**src/rtl/fbsc_pkg.sv**
```systemverilog
// ----------------------------------------------------------------------------
// fbsc_pkg
// Shared types and constants of the FAT boot sector check pipeline.
// ----------------------------------------------------------------------------
package fbsc_pkg;

  // Rejection reasons, first failing check wins
  typedef enum logic [3:0] {
    RSN_OK       = 4'd0,
    RSN_SMALL    = 4'd1,
    RSN_NOSIG    = 4'd2,
    RSN_SECTOR   = 4'd3,
    RSN_CLUSTER  = 4'd4,
    RSN_COUNTS   = 4'd5,
    RSN_ZERO     = 4'd6,
    RSN_GEOMETRY = 4'd7,
    RSN_NOCLUST  = 4'd8
  } reason_t;

  localparam logic [15:0] BOOT_SIG           = 16'hAA55;
  // 64 KiB minimum partition: bits 16 and up must not all be zero
  localparam int          MIN_PART_LOG2      = 16;
  localparam int          SECTOR_MIN_LOG2    = 9;
  localparam logic [31:0] FAT32_MIN_CLUSTERS = 32'd65525;
  localparam int          LATENCY            = 4;

  // After the field checks
  typedef struct packed {
    reason_t     reason;
    logic [1:0]  bps_code;   // log2(bytes per sector) - 9
    logic [2:0]  spc_log2;
    logic [15:0] rsvd;
    logic [32:0] fat_total;  // FAT count times FAT size
    logic [12:0] root_secs;
    logic [31:0] tot;
  } s1_t;

  // After the geometry sum
  typedef struct packed {
    reason_t     reason;
    logic [1:0]  bps_code;
    logic [2:0]  spc_log2;
    logic [33:0] used;
    logic [31:0] tot;
  } s2_t;

  // After the fit test
  typedef struct packed {
    reason_t     reason;
    logic [1:0]  bps_code;
    logic [2:0]  spc_log2;
    logic [31:0] data_secs;
  } s3_t;

endpackage

```
**src/rtl/fat_boot_sector_check_unit.sv**
```systemverilog
// ----------------------------------------------------------------------------
// fat_boot_sector_check_unit
// Validates the parameter block of a FAT boot sector against its partition.
// ----------------------------------------------------------------------------
// Usage:
//   Drive the boot sector fields and the partition size on the in_ ports and
//   raise start; the item is taken at the clock edge where start is high and
//   busy is low. busy is low whenever the block is out of reset, so one item
//   may be issued in every cycle.
//   Each result appears on the out_ ports for exactly one cycle with
//   out_valid high. Results leave in issue order. The receiver cannot
//   hold results off, and the block needs no back pressure: each of the
//   four register stages (field checks, geometry sum, fit test, cluster
//   division and result register) advances every cycle, so throughput is
//   one item per cycle.
//   A rejected item reports the first failing check in out_reject_reason and
//   zero cluster size, cluster count and label select.
//   Reset (rst_n low, synchronous) drops every item in flight; busy stays
//   high while reset is held.
// ----------------------------------------------------------------------------
module fat_boot_sector_check_unit (
  input  logic        clk,
  input  logic        rst_n,
  input  logic        start,
  output logic        busy,
  input  logic [63:0] in_partition_bytes,
  input  logic [15:0] in_boot_signature,
  input  logic [15:0] in_bytes_per_sector,
  input  logic [7:0]  in_sectors_per_cluster,
  input  logic [15:0] in_reserved_sectors,
  input  logic [7:0]  in_fat_count,
  input  logic [15:0] in_root_entries,
  input  logic [15:0] in_total_sectors_short,
  input  logic [15:0] in_fat_sectors_short,
  input  logic [31:0] in_total_sectors_long,
  input  logic [31:0] in_fat_sectors_long,
  output logic        out_valid,
  output logic        out_accepted,
  output logic [3:0]  out_reject_reason,
  output logic        out_signature_seen,
  output logic [19:0] out_cluster_bytes,
  output logic [31:0] out_cluster_count,
  output logic        out_label_at_fat32_offset
);
  import fbsc_pkg::*;

  logic in_take;
  logic s1_valid;
  s1_t  s1;
  logic s3_valid;
  s3_t  s3;

  // Take an item whenever out of reset
  assign busy    = !rst_n;
  assign in_take = start && !busy;

  fbsc_check u_check (
    .clk                 (clk),
    .rst_n               (rst_n),
    .in_valid            (in_take),
    .partition_bytes     (in_partition_bytes),
    .boot_signature      (in_boot_signature),
    .bytes_per_sector    (in_bytes_per_sector),
    .sectors_per_cluster (in_sectors_per_cluster),
    .reserved_sectors    (in_reserved_sectors),
    .fat_count           (in_fat_count),
    .root_entries        (in_root_entries),
    .total_sectors_short (in_total_sectors_short),
    .fat_sectors_short   (in_fat_sectors_short),
    .total_sectors_long  (in_total_sectors_long),
    .fat_sectors_long    (in_fat_sectors_long),
    .s1_valid_r          (s1_valid),
    .s1_r                (s1)
  );

  fbsc_geom u_geom (
    .clk        (clk),
    .rst_n      (rst_n),
    .s1_valid_r (s1_valid),
    .s1_r       (s1),
    .s3_valid_r (s3_valid),
    .s3_r       (s3)
  );

  fbsc_result u_result (
    .clk                  (clk),
    .rst_n                (rst_n),
    .s3_valid_r           (s3_valid),
    .s3_r                 (s3),
    .out_valid_r          (out_valid),
    .out_accepted_r       (out_accepted),
    .out_reject_reason_r  (out_reject_reason),
    .out_signature_seen_r (out_signature_seen),
    .out_cluster_bytes_r  (out_cluster_bytes),
    .out_cluster_count_r  (out_cluster_count),
    .out_label_r          (out_label_at_fat32_offset)
  );

endmodule

```
**src/rtl/fbsc_check.sv**
```systemverilog
// ----------------------------------------------------------------------------
// fbsc_check
// First stage: field checks, size selection and root directory sectors.
// ----------------------------------------------------------------------------
module fbsc_check (
  input  logic          clk,
  input  logic          rst_n,
  input  logic          in_valid,
  input  logic [63:0]   partition_bytes,
  input  logic [15:0]   boot_signature,
  input  logic [15:0]   bytes_per_sector,
  input  logic [7:0]    sectors_per_cluster,
  input  logic [15:0]   reserved_sectors,
  input  logic [7:0]    fat_count,
  input  logic [15:0]   root_entries,
  input  logic [15:0]   total_sectors_short,
  input  logic [15:0]   fat_sectors_short,
  input  logic [31:0]   total_sectors_long,
  input  logic [31:0]   fat_sectors_long,
  output logic          s1_valid_r,
  output fbsc_pkg::s1_t s1_r
);
  import fbsc_pkg::*;

  s1_t         s1_nxt;
  logic        bps_ok;
  logic        spc_ok;
  logic [1:0]  bps_code;
  logic [2:0]  spc_log2;
  reason_t     reason;
  logic [31:0] fat_sel;
  logic [31:0] tot_sel;
  logic [21:0] root_num;
  logic [21:0] root_shift;

  // Decode bytes per sector to a shift code
  always_comb begin
    bps_ok   = 1'b1;
    bps_code = 2'd0;
    unique case (bytes_per_sector)
      16'd512:  bps_code = 2'd0;
      16'd1024: bps_code = 2'd1;
      16'd2048: bps_code = 2'd2;
      16'd4096: bps_code = 2'd3;
      default:  bps_ok = 1'b0;
    endcase
  end

  // Decode sectors per cluster to its log2
  always_comb begin
    spc_ok   = 1'b1;
    spc_log2 = 3'd0;
    unique case (sectors_per_cluster)
      8'd1:    spc_log2 = 3'd0;
      8'd2:    spc_log2 = 3'd1;
      8'd4:    spc_log2 = 3'd2;
      8'd8:    spc_log2 = 3'd3;
      8'd16:   spc_log2 = 3'd4;
      8'd32:   spc_log2 = 3'd5;
      8'd64:   spc_log2 = 3'd6;
      8'd128:  spc_log2 = 3'd7;
      default: spc_ok = 1'b0;
    endcase
  end

  // Pick sizes, form root sectors and FAT total
  always_comb begin
    fat_sel    = (fat_sectors_short != 16'd0) ? {16'd0, fat_sectors_short}
                                              : fat_sectors_long;
    tot_sel    = (total_sectors_short != 16'd0) ? {16'd0, total_sectors_short}
                                                : total_sectors_long;
    root_num   = {1'b0, root_entries, 5'd0} + {6'd0, bytes_per_sector} - 22'd1;
    root_shift = root_num >> (SECTOR_MIN_LOG2 + int'(bps_code));
    s1_nxt.reason    = reason;
    s1_nxt.bps_code  = bps_code;
    s1_nxt.spc_log2  = spc_log2;
    s1_nxt.root_secs = root_shift[12:0];
    s1_nxt.fat_total = (fat_count == 8'd2) ? {fat_sel, 1'b0} : {1'b0, fat_sel};
    s1_nxt.rsvd      = reserved_sectors;
    s1_nxt.tot       = tot_sel;
  end

  // Pick the first failing check
  always_comb begin
    if (partition_bytes[63:MIN_PART_LOG2] == '0) begin
      reason = RSN_SMALL;
    end else if (boot_signature != BOOT_SIG) begin
      reason = RSN_NOSIG;
    end else if (!bps_ok) begin
      reason = RSN_SECTOR;
    end else if (!spc_ok) begin
      reason = RSN_CLUSTER;
    end else if (reserved_sectors == 16'd0 || fat_count == 8'd0 || fat_count > 8'd2) begin
      reason = RSN_COUNTS;
    end else if (fat_sel == 32'd0 || tot_sel == 32'd0) begin
      reason = RSN_ZERO;
    end else begin
      reason = RSN_OK;
    end
  end

  // Advance the valid bit
  always_ff @(posedge clk) begin
    if (!rst_n) begin
      s1_valid_r <= 1'b0;
    end else begin
      s1_valid_r <= in_valid;
    end
  end

  // Hold the stage payload
  always_ff @(posedge clk) begin
    s1_r <= s1_nxt;
  end

endmodule

```
**src/rtl/fbsc_geom.sv**
```systemverilog
// ----------------------------------------------------------------------------
// fbsc_geom
// Second and third stages: geometry sum, then fit test and data sectors.
// ----------------------------------------------------------------------------
module fbsc_geom (
  input  logic          clk,
  input  logic          rst_n,
  input  logic          s1_valid_r,
  input  fbsc_pkg::s1_t s1_r,
  output logic          s3_valid_r,
  output fbsc_pkg::s3_t s3_r
);
  import fbsc_pkg::*;

  logic        s2_valid_r;
  s2_t         s2_r;
  s2_t         s2_nxt;
  s3_t         s3_nxt;
  logic [34:0] diff;

  // Sum reserved, FAT and root sectors at full width
  always_comb begin
    s2_nxt.reason   = s1_r.reason;
    s2_nxt.bps_code = s1_r.bps_code;
    s2_nxt.spc_log2 = s1_r.spc_log2;
    s2_nxt.tot      = s1_r.tot;
    s2_nxt.used     = {18'd0, s1_r.rsvd} + {1'b0, s1_r.fat_total}
                    + {21'd0, s1_r.root_secs};
  end

  // Test the fit and take the data sectors
  always_comb begin
    diff            = {3'd0, s2_r.tot} - {1'b0, s2_r.used};
    s3_nxt.bps_code = s2_r.bps_code;
    s3_nxt.spc_log2 = s2_r.spc_log2;
    s3_nxt.data_secs = diff[31:0];
    if (s2_r.reason == RSN_OK && diff[34]) begin
      s3_nxt.reason = RSN_GEOMETRY;
    end else begin
      s3_nxt.reason = s2_r.reason;
    end
  end

  // Advance valid bits
  always_ff @(posedge clk) begin
    if (!rst_n) begin
      s2_valid_r <= 1'b0;
      s3_valid_r <= 1'b0;
    end else begin
      s2_valid_r <= s1_valid_r;
      s3_valid_r <= s2_valid_r;
    end
  end

  // Hold stage payloads
  always_ff @(posedge clk) begin
    s2_r <= s2_nxt;
    s3_r <= s3_nxt;
  end

endmodule

```
**src/rtl/fbsc_result.sv**
```systemverilog
// ----------------------------------------------------------------------------
// fbsc_result
// Last stage: cluster count, empty volume test and the result register.
// ----------------------------------------------------------------------------
module fbsc_result (
  input  logic          clk,
  input  logic          rst_n,
  input  logic          s3_valid_r,
  input  fbsc_pkg::s3_t s3_r,
  output logic          out_valid_r,
  output logic          out_accepted_r,
  output logic [3:0]    out_reject_reason_r,
  output logic          out_signature_seen_r,
  output logic [19:0]   out_cluster_bytes_r,
  output logic [31:0]   out_cluster_count_r,
  output logic          out_label_r
);
  import fbsc_pkg::*;

  logic [31:0] clusters;
  logic [19:0] cbytes;
  reason_t     reason;
  logic        ok;

  // Divide by the cluster size and settle the final reason
  always_comb begin
    clusters = s3_r.data_secs >> s3_r.spc_log2;
    cbytes   = (20'd1 << (SECTOR_MIN_LOG2 + int'(s3_r.bps_code))) << s3_r.spc_log2;
    if (s3_r.reason == RSN_OK && clusters == 32'd0) begin
      reason = RSN_NOCLUST;
    end else begin
      reason = s3_r.reason;
    end
    ok = (reason == RSN_OK);
  end

  // Raise the strobe for one cycle per item
  always_ff @(posedge clk) begin
    if (!rst_n) begin
      out_valid_r <= 1'b0;
    end else begin
      out_valid_r <= s3_valid_r;
    end
  end

  // Hold the result; zero the sizes of a rejected item
  always_ff @(posedge clk) begin
    out_accepted_r       <= ok;
    out_reject_reason_r  <= reason;
    out_signature_seen_r <= (reason != RSN_SMALL) && (reason != RSN_NOSIG);
    out_cluster_bytes_r  <= ok ? cbytes : 20'd0;
    out_cluster_count_r  <= ok ? clusters : 32'd0;
    out_label_r          <= ok && (clusters >= FAT32_MIN_CLUSTERS);
  end

endmodule

```
**config.mk**
```make
export PLATFORM = sky130hd
export DESIGN_NAME = fat_boot_sector_check_unit
export DESIGN_NICKNAME = d
export VERILOG_FILES = /design/src/rtl/fbsc_pkg.sv /design/src/rtl/fat_boot_sector_check_unit.sv /design/src/rtl/fbsc_check.sv /design/src/rtl/fbsc_geom.sv /design/src/rtl/fbsc_result.sv
export SDC_FILE = /design/constraint.sdc
export NUM_CORES = 1
export LEC_CHECK = 0
export BUFFER_PORTS_ARGS = -buffer_cell sky130_fd_sc_hd__buf_2
export CORE_MARGIN = 3
export CORE_UTILIZATION = 55
export CTS_CLUSTER_SIZE = 28
export DETAILED_ROUTE_END_ITERATION = 8
export PLACE_DENSITY = 0.79
export REMOVE_ABC_BUFFERS = 1
export SETUP_SLACK_MARGIN = 0.4
export SYNTH_ARGS = -nofsm -noshare
export SYNTH_HDL_FRONTEND = slang
export SYNTH_SLANG_ARGS = --single-unit
```
**constraint.sdc**
```tcl
create_clock -name clk -period 3.75 [get_ports clk]
set_input_delay 0.5625 -clock clk [delete_from_list [all_inputs] [get_ports clk]]
set_output_delay 0.5625 -clock clk [all_outputs]
set_load 0.005 [all_outputs]
```
==> run metrics, run 1 <==
routed vias=11,000; initial antenna violation count=0; Fill cells=1,928; Final #Nets=2,067; peak supply drop=0.000392 V; Yosys reg bits=271; Yosys top cell area share=41.0%; Worst-path clk slew=60 ps; Worst Path Arrival=3650 ps; ys async rst share=0%; Clock Tree Root=clkbuf_16; Mapped Cells=1,455; Slew Viols, Final=0; Longest Clk Path Bufs=3; pin count of the biggest net entering global routing=47; fin crit period=3190 ps; Detail Route Antenna Nets=0; TritonCTS Buffers=27; multi-input logic area=7120 um2; Post-Syn Area=13,200 um2; crit path capture type=flop; FMAX=0.313 GHz; Post-Route WL=31.0 mm; Total GRT Usage=22.7%; # setup viols final=0; Antenna diodes=0; Worst Max-Slew Pin Slew=954 ps; routability cong.=0.928; TNS Setup=0 ps; synth warn=0; DRC Markers=0; Avg Vias per Cell=5.34; Worst Setup Start Kind=flop; Reg area=5430 um2; Most used DFF post-synth=dfxtp_1; Tot Pwr=0.00886 W; # rows=56; Seq/Total Area, Yosys=41.0%; clk_lat worst skew=530 ps; IO Pins=304; Port-buffer cells=279; worst-path fanout max=6; Tcrit/Tclk final=85.2%; Leak Pwr=7.35 nW; post-DP HPWL=24.4 mm; first-pass GRT wire length=49.5 mm; WP data required=4200 ps; Synth cell types=84; H-tree depth=1; area grow syn2layout=19.1%; max cap viols=0; DIE WIDTH=161 um; WS Path Type=flop to flop; Setup WS post-layout=556 ps; EDFF count, synth=0; Synth area leader=dfxtp_1; most frequent cell after synthesis=dfxtp_1; 1st-pass router iterations=5; CTS tree=done; die height=161 um; RSZ-0062 raised after global routing=no; wire per inst=15.0 um; synth top area cells=dfxtp_1 41%, ha_1 7.7%, a21oi_1 4.3%, nor2_1 3.8%, xnor2_1 3.6%; synth cell count leaders=271 x dfxtp_1, 133 x nor2_1, 114 x a21oi_1; Avg Cell Area, Syn=9.10 um2; Core ar.=23,500 um2; clk sinks=271; die area=26,000 um2; Initial Util=56.3%; Hold Fails Final Rpt=0; share of cells above drive strength 1=22.1%; power density cells=562 nW/um2; gr ovfl total=0; clk_skew=22.8 ps; Rel. slew slack=35.9%; 1st-iter DRT viols=673; vias in the first global route=10,400; HP Class=input port to flop; dpl ws=401 ps; outcome=complete, no violations
[registers in the layout, summed over array words and instances (netlist names)]
| register | flops |
|---|---|
| u_result.out_cluster_count_r | 32 |
| u_result.out_label_r | 1 |
| u_result.out_signature_seen_r | 1 |
| u_geom.s2_valid_r | 1 |
| u_check.s1_valid_r | 1 |
| u_geom.s2_r | 74 |
| u_result.out_accepted_r | 1 |
| u_geom.s3_valid_r | 1 |
| u_result.out_cluster_bytes_r | 12 |
| u_result.out_reject_reason_r | 4 |
| u_check.s1_r | 102 |
| u_geom.s3_r | 40 |
| u_result.out_valid_r | 1 |
[stage by stage]
stage	cell area, um2	utilization (%)	hold slack [ps]	cells
after detailed placement	14900	63.1	312	2017
after CTS	15700	66.9	133	2066
after global routing	15800	67.0	134	2066
final	15800	67.0	150	2066
after floorplan	12900	-	310	1402
after global placement	14900	63.1	310	2017
[routing by layer]
layer	share of wire [%]	global-route usage [%]
met1	45	30.1
met5	0	0
met2	47	39.1
met3	5.2	2.90
met4	2.3	6.14
[kinds of logic (layout without fill, tap and decap cells)]
logic type / after synthesis / count (layout) / share of synthesized area, %
AOI/OAI and AO/OA: 316 / 316 / 15.3
xor gates and xnor gates: 78 / 78 / 5.16
adders and majority gates: 97 / 97 / 10.0
buffers and inverters: 173 / 457 / 5.81
DFF: 271 / 271 / 41.0
muxes: 53 / 53 / 4.59
other: 1 / 9 / 0.0283
and+or+nand+nor: 466 / 466 / 18.2
[layout by cell type (no fill, tap or decap), drive strengths merged, types with 47 or more instances in the layout]
cell	instances
nand2	92
xnor2	54
nor4	50
dfxtp	271
buf	296
ha	82
o21ai	47
nor2	133
inv	113
a21oi	122
[final cells by class]
cell class,count,area share [%]
tap,319,2.53
clock inverter,12,0.833
clock buffer,37,4.78
sequential,271,34.4
inverter,112,2.67
timing repair buffer,296,9.66
multi-input combinational,1019,45.1
[where the power goes]
group	switching (W)	internal [W]
Sequential	0.000172	0.00325
Clock	0.00106	0.00155
Combinational	0.00155	0.00128
[path summary, 6_finish.rpt]
check                                        startpoint               end  slack (ps)  cells after the start
worst min register to register          u_check.s1_r[5]    u_geom.s2_r[5]         320                      0
worst min-delay path            in_reserved_sectors[13]  u_check.s1_r[91]         150                      1
worst max register to register         u_check.s1_r[33]   u_geom.s2_r[63]         560                     13
worst max-delay path                   u_check.s1_r[33]   u_geom.s2_r[63]         560                     13
[critical path: stages (launching register included)]
cell and delay (ps):
dfxtp_1 310, fa_1 470, ha_1 240, fa_1 410, a21o_1 200, a21oi_2 170
nor2b_1 110, o21ai_2 190, a31oi_1 180, a311oi_1 330, buf_4 200, nor2_1 90
nand3_1 110, xnor2_1 120
[repair_timing]
action | CTS | global route
setup buffers | 0 | 0
hold buffers | 0 | 0
pin swaps | 0 | 1
endpoints found under the setup margin | 2 | 57
gates resized for setup | 1 | 6
(Power assumes the default switching activity.)
==> inputs of run 2 (changes only) <==
--- a/config.mk
+++ b/config.mk
@@ -7,10 +7,10 @@
 export LEC_CHECK = 0
 export BUFFER_PORTS_ARGS = -buffer_cell sky130_fd_sc_hd__buf_2
 export CORE_MARGIN = 3
-export CORE_UTILIZATION = 55
+export CORE_UTILIZATION = 40
 export CTS_CLUSTER_SIZE = 28
 export DETAILED_ROUTE_END_ITERATION = 8
-export PLACE_DENSITY = 0.79
+export PLACE_DENSITY = 0.6
 export REMOVE_ABC_BUFFERS = 1
 export SETUP_SLACK_MARGIN = 0.4
 export SYNTH_ARGS = -nofsm -noshare
==> run 2 against run 1 <==
Effect of this change:
- routed wire length rose by 0.34%
- non-clock buffer count up 1
- via count down 1.8%
- cell count rose by 6.0%
- combinational power is 2% lower
- clock power increased by 13%
- die area up 36%
- sequential power hardly changed
- critical path type unchanged
- largest power group unchanged
- highest routed layer unchanged
==> run metrics, run 2 (synthesized netlist as in run 1, its figures left out) <==
TritonCTS Buffers=29 (+7.4%); clk sinks=271 (unchanged); Hold WS=143 ps (-7.15 ps); gr ovfl total=0 (unchanged); WS Path Type=flop to flop; DRC Markers=0 (unchanged); Most Frequent Cell on Critical Path=fa_1; # rows=65 (+16%); post-DP HPWL=25.3 mm (+3.6%); Reg with most FFs=u_check.s1_r; fin crit period=3170 ps (-26.4 ps); Hold Path Stages=1 (unchanged); largest stage delay on the critical path=490 ps (+20 ps); CTS resizes=0 (-1); Worst Max-Slew Pin Slew=988 ps (+33.8 ps); clk_lat worst skew=540 ps (about the same); Worst R2R End=u_geom.s2_r[61]; Total GRT Usage=16.9% (-5.7 points); commonest non-fill, non-tap cells in the layout=279 x buf_2, 270 x dfxtp_1, 132 x nor2_1; WP data required=4220 ps (+20 ps); critical path's slowest cell=fa_1; peak supply drop=0.000388 V (-1.1%); Rel. slew slack=33.6% (-2.3 points); Endpoint, Worst Hold=u_check.s1_r[91]; Regs by FF count=u_check.s1_r: 102 flops, u_geom.s2_r: 74 flops, u_geom.s3_r: 40 flops; Post-Route WL=31.1 mm (+0.34%); Port-buffer cells=279 (unchanged); initial antenna violation count=2 (+2); RSZ-0062 raised after global routing=yes; Worst Path Arrival=3640 ps (about the same); Crit path depth=13 (unchanged); Worst Setup Start Kind=flop; area grow syn2layout=21.2%; Avg Vias per Cell=4.94 (-7.4%); delay-heaviest family, CP=adder cells; Final #Nets=2,070 (+0.15%); wire per inst=14.2 um (-5.3%); max reg flops=102 (unchanged); IO Pins=304 (unchanged); H-tree depth=1 (unchanged); post-CTS setup buffer count=0 (unchanged); die height=188 um (+17%); crit-path cells=fa_1 > ha_1 > fa_1 > a21o_1 > a21oi_2 > nor2b_1 > o21ai_2 > a31oi_2 > a311oi_2 > buf_4 > nor2_1 > nand3_1 > xnor2_1; 1st-iter DRT viols=608 (-9.7%); FMAX=0.316 GHz (+0.83%); Hold Fails Final Rpt=0 (unchanged); Longest Clk Path Bufs=3 (unchanged); hold_sp=in_reserved_sectors[13]; Detail Route Antenna Nets=0 (unchanged); first-pass GRT wire length=50.4 mm (+1.8%); worst r2r src=u_check.s1_r[33]; HP Class=input port to flop; worst-case reg-to-reg path depth=13 (unchanged); pin count of the biggest net entering global routing=47 (unchanged); Hold-fix buffers, CTS=0 (unchanged); Clock Tree Root=clkbuf_16; crit path capture type=flop; routed vias=10,800 (-1.8%); R2R Setup Slk=580 ps (+30 ps); power density cells=569 nW/um2 (+1.3%); max cap viols=0 (unchanged); routability cong.=0.915 (-1.4%); TNS Setup=0 ps (unchanged); Worst-path clk slew=60 ps (about the same); commonest non-fill, non-tap cell in the layout=buf_2; Leak Pwr=7.42 nW (+0.99%); Slew Viols, Final=0 (unchanged); clk_skew=13.2 ps (-9.56 ps); Tcrit/Tclk final=84.5% (-0.70 points); CTS tree=done; worst path bufs/invs=1 (unchanged); Initial Util=41.2% (-15 points); vias in the first global route=10,200 (-2.6%); die area=35,300 um2 (+36%); share of cells above drive strength 1=22.5% (+0.44 points); outcome=complete, no violations; DIE WIDTH=188 um (+17%); worst-path fanout max=6 (unchanged); 1st-pass router iterations=5 (unchanged); # setup viols final=0 (unchanged); Core ar.=32,100 um2 (+36%)
-- run 2: cell types whose count changed in the layout (fill, tap and decap cells not counted), sizes merged --
cell and change:
clkinv +5, clkbuf -2, diode +2, buf +1, bufinv +3, clkinvlp -1
-- run 2: through the flow --
| stage | setup slack, ps | cell area [um2] | total power [W] | utilization [%] | std cells |
|---|---|---|---|---|---|
| global route | 401 | 16100 | 0.00977 | 50.0 | 2190 |
| floorplan | 104 | 12900 | 0.00554 | - | 1402 |
| finish | 582 | 16100 | 0.00914 | 50.0 | 2190 |
| CTS | 443 | 16000 | 0.00921 | 49.8 | 2188 |
| global placement | 417 | 15000 | 0.00622 | 46.7 | 2134 |
| detailed placement | 335 | 15000 | 0.00624 | 46.7 | 2134 |
-- run 2: final cells by class --
cell class              count  area, um2
flip-flops and latches    271       5430
diodes                      2       5.00
inverters                 112        420
fillers                  3153      16100
multi-input cells        1019       7110
well taps                 435        544
clock buffers              35        768
repair buffers            297       1530
clock inverters            19        240
-- run 2: worst max path at each step --
stage	start	to	slack (ps)
5_1_grt	u_check.s1_r[33]	u_geom.s2_r[63]	400
6_report	u_check.s1_r[33]	u_geom.s2_r[61]	580
4_1_cts	u_check.s1_r[33]	u_geom.s2_r[61]	440
3_3_place_gp	in_bytes_per_sector[12]	u_check.s1_r[42]	420
3_5_place_dp	in_bytes_per_sector[7]	u_check.s1_r[42]	340
2_1_floorplan	u_geom.s3_r[32]	u_result.out_cluster_bytes_r[16]	100
-- run 2: report_power, final --
group          switching [W]  internal (W)
clock                0.00113       0.00181
sequential          0.000177       0.00325
combinational        0.00150       0.00127
-- run 2: layer usage --
layer | vias to the layer above | track usage (%) | routed length (um)
met3 | 46 | 2.41 | 1610
met2 | 319 | 26.7 | 13600
met4 | 0 | 4.10 | 623
met1 | 4835 | 24.4 | 15300
li1 | 5625 | - | -
met5 | - | 0 | 0
-- run 2: worst reg2reg max path, delay by kind of cell (launching register included) --
kind,cells,cell delay [ps]
adders and majority gates,3,1140
DFF,1,320
AOI/OAI and AO/OA,5,1050
and+or+nand+nor,3,290
xor gates and xnor gates,1,120
buffers and inverters,1,180
==> inputs of run 3 (changes only) <==
==> constraint.sdc (replaced) <==
create_clock -name clk -period 3.14 [get_ports clk]
set_input_delay 0.471 -clock clk [delete_from_list [all_inputs] [get_ports clk]]
set_output_delay 0.471 -clock clk [all_outputs]
set_load 0.005 [all_outputs]
==> run 3 against run 2 <==
Effect of this change:
- non-clock buffer count is 60 higher
- power is 26% higher
- routed wire length rose by 5.3%
- die area stayed put
- final area is 8.2% higher
- critical path type unchanged
- largest power group unchanged
==> run metrics, run 3 (synthesized netlist as in run 1, its figures left out) <==
post-DP HPWL=25.7 mm (+1.4%); max reg flops=102 (unchanged); Clock Tree Root=clkbuf_16; initial antenna violation count=2 (unchanged); Reg with most FFs=u_check.s1_r; WS Path Type=flop to flop; routability cong.=0.920 (+0.51%); worst-case reg-to-reg path depth=13 (unchanged); Total GRT Usage=17.4% (+0.46 points); wire per inst=14.6 um (+2.6%); RSZ-0062 raised after global routing=yes; Rel. slew slack=26.3% (-7.3 points); worst-path fanout max=6 (unchanged); commonest non-fill, non-tap cell in the layout=buf_2; crit path capture type=flop; gr ovfl total=0 (unchanged); share of cells above drive strength 1=30.6% (+8.1 points); clk_lat worst skew=540 ps (about the same); Worst R2R End=u_geom.s2_r[63]; Worst-path clk slew=60 ps (about the same); Tcrit/Tclk final=92.4% (+7.9 points); worst r2r src=u_check.s1_r[33]; die height=188 um (unchanged); Longest Clk Path Bufs=3 (unchanged); H-tree depth=1 (unchanged); HP Class=input port to flop; pin count of the biggest net entering global routing=43 (-8.5%); outcome=complete, no violations; Worst Max-Slew Pin Slew=1100 ps (+109 ps); first-pass GRT wire length=51.9 mm (+3.0%); Regs by FF count=u_check.s1_r: 102 flops, u_geom.s2_r: 74 flops, u_geom.s3_r: 40 flops; Initial Util=41.2% (unchanged); Worst Setup Start Kind=flop; R2R Setup Slk=240 ps (-340 ps); WP data required=3600 ps (-620 ps); Final #Nets=2,129 (+2.9%); area grow syn2layout=31.2%; DIE WIDTH=188 um (unchanged); Hold Path Stages=1 (unchanged); CTS tree=done; Worst Path Arrival=3360 ps (-280 ps); clk sinks=271 (unchanged); Detail Route Antenna Nets=0 (unchanged); commonest non-fill, non-tap cells in the layout=279 x buf_2, 264 x dfxtp_1, 108 x inv_1; IO Pins=304 (unchanged); peak supply drop=0.000477 V (+23%); max cap viols=0 (unchanged); 1st-iter DRT viols=561 (-7.7%); fin crit period=2900 ps (-267 ps); placed insts=2,161 (+1.3%); # setup viols final=0 (unchanged); Hold-fix buffers, CTS=0 (unchanged); Port-buffer cells=279 (unchanged); # rows=65 (unchanged); Core ar.=32,100 um2 (unchanged); vias in the first global route=10,500 (+3.0%); die area=35,300 um2 (unchanged); FMAX=0.345 GHz (+9.2%); routed vias=11,000 (+1.8%); hold_sp=in_reserved_sectors[13]; DRC Markers=0 (unchanged); Layout Cells excl Fill=2,248 (+2.6%); Post-Route WL=32.8 mm (+5.3%); Avg Vias per Cell=4.90 (-0.85%); Hold Fails Final Rpt=0 (unchanged); TNS Setup=0 ps (unchanged); power density cells=661 nW/um2 (+16%); clk_skew=11.9 ps (-1.38 ps); Util after Layout=54.1% (+4.1 points); TritonCTS Buffers=28 (-3.4%); Slew Viols, Final=0 (unchanged); Endpoint, Worst Hold=u_check.s1_r[91]; 1st-pass router iterations=5 (unchanged); Leak Pwr=7.96 nW (+7.3%)
[run 3: changes by cell type in the layout (fill, tap and decap cells not counted), sizes merged]
| cell | before | now |
|---|---|---|
| clkinv | 11 | 7 |
| clkbuf | 35 | 40 |
| bufinv | 5 | 3 |
| bufbuf | 0 | 1 |
| inv | 113 | 114 |
| clkinvlp | 2 | 5 |
| buf | 297 | 351 |
[run 3: worst max-delay path by stage]
stage / from / to / slack (ps) / depth (start not counted)
after floorplan: u_geom.s3_r[32] / u_result.out_cluster_bytes_r[16] / -510 / 6
after global placement: u_check.s1_r[33] / u_geom.s2_r[61] / 20 / 13
after detailed placement: u_check.s1_r[33] / u_geom.s2_r[63] / -30 / 13
after CTS: u_check.s1_r[79] / u_geom.s2_r[63] / 250 / 13
after global routing: u_check.s1_r[33] / u_geom.s2_r[63] / 90 / 13
final: u_check.s1_r[33] / u_geom.s2_r[63] / 240 / 13
[run 3: cell type report]
cell class              instances  area [um2]
fillers                      2959       14800
multi-input cells            1019        7800
flip-flops and latches        271        5440
repair buffers                357        2180
clock buffers                  35         787
well taps                     435         544
inverters                     112         420
clock inverters                17         199
diodes                          2        5.00
[run 3: per-stage QoR]
stage / area (um2) / hold WS (ps) / setup WS, ps / total power (W)
after global routing: 17400 / 30.4 / 93.1 / 0.0122
after detailed placement: 15200 / 312 / -30.7 / 0.00754
final: 17400 / 52.6 / 239 / 0.0115
after CTS: 16600 / 26.8 / 246 / 0.0113
after floorplan: 12900 / 310 / -506 / 0.00662
after global placement: 15200 / 310 / 22.6 / 0.00750
[run 3: timing repair]
item,CTS,global route
pin swaps,28,48
endpoints found under the setup margin,72,78
cloned,2,6
setup buffers,13,12
resized for setup,51,111
[run 3: critical path, cell delays in order, from the launching register on]
cell	delay, ps
dfxtp_2	320
fa_1	480
ha_2	210
fa_2	330
a21o_1	170
a21oi_2	160
nor2b_2	80
o21ai_2	220
a31oi_4	130
a311oi_2	270
buf_4	190
nor2_4	50
nand3_2	70
xnor2_1	130
[run 3: power breakdown]
part	total (W)	switching (W)	internal [W]	leakage, nW
clock	0.00339	0.00135	0.00204	0.473
sequential	0.00411	0.000224	0.00389	2.23
combinational	0.00398	0.00210	0.00188	5.26
total	0.0115	0.00368	0.00781	7.96
[run 3: metal layers]
layer,vias to the layer above,part of all wire [%],wire length (um),track usage (%)
met5,-,0,0,0
met1,4974,48,15700,24.4
met4,0,2.2,724,4.24
li1,5726,-,-,-
met3,34,4.6,1500,2.41
met2,283,45,14900,28.3
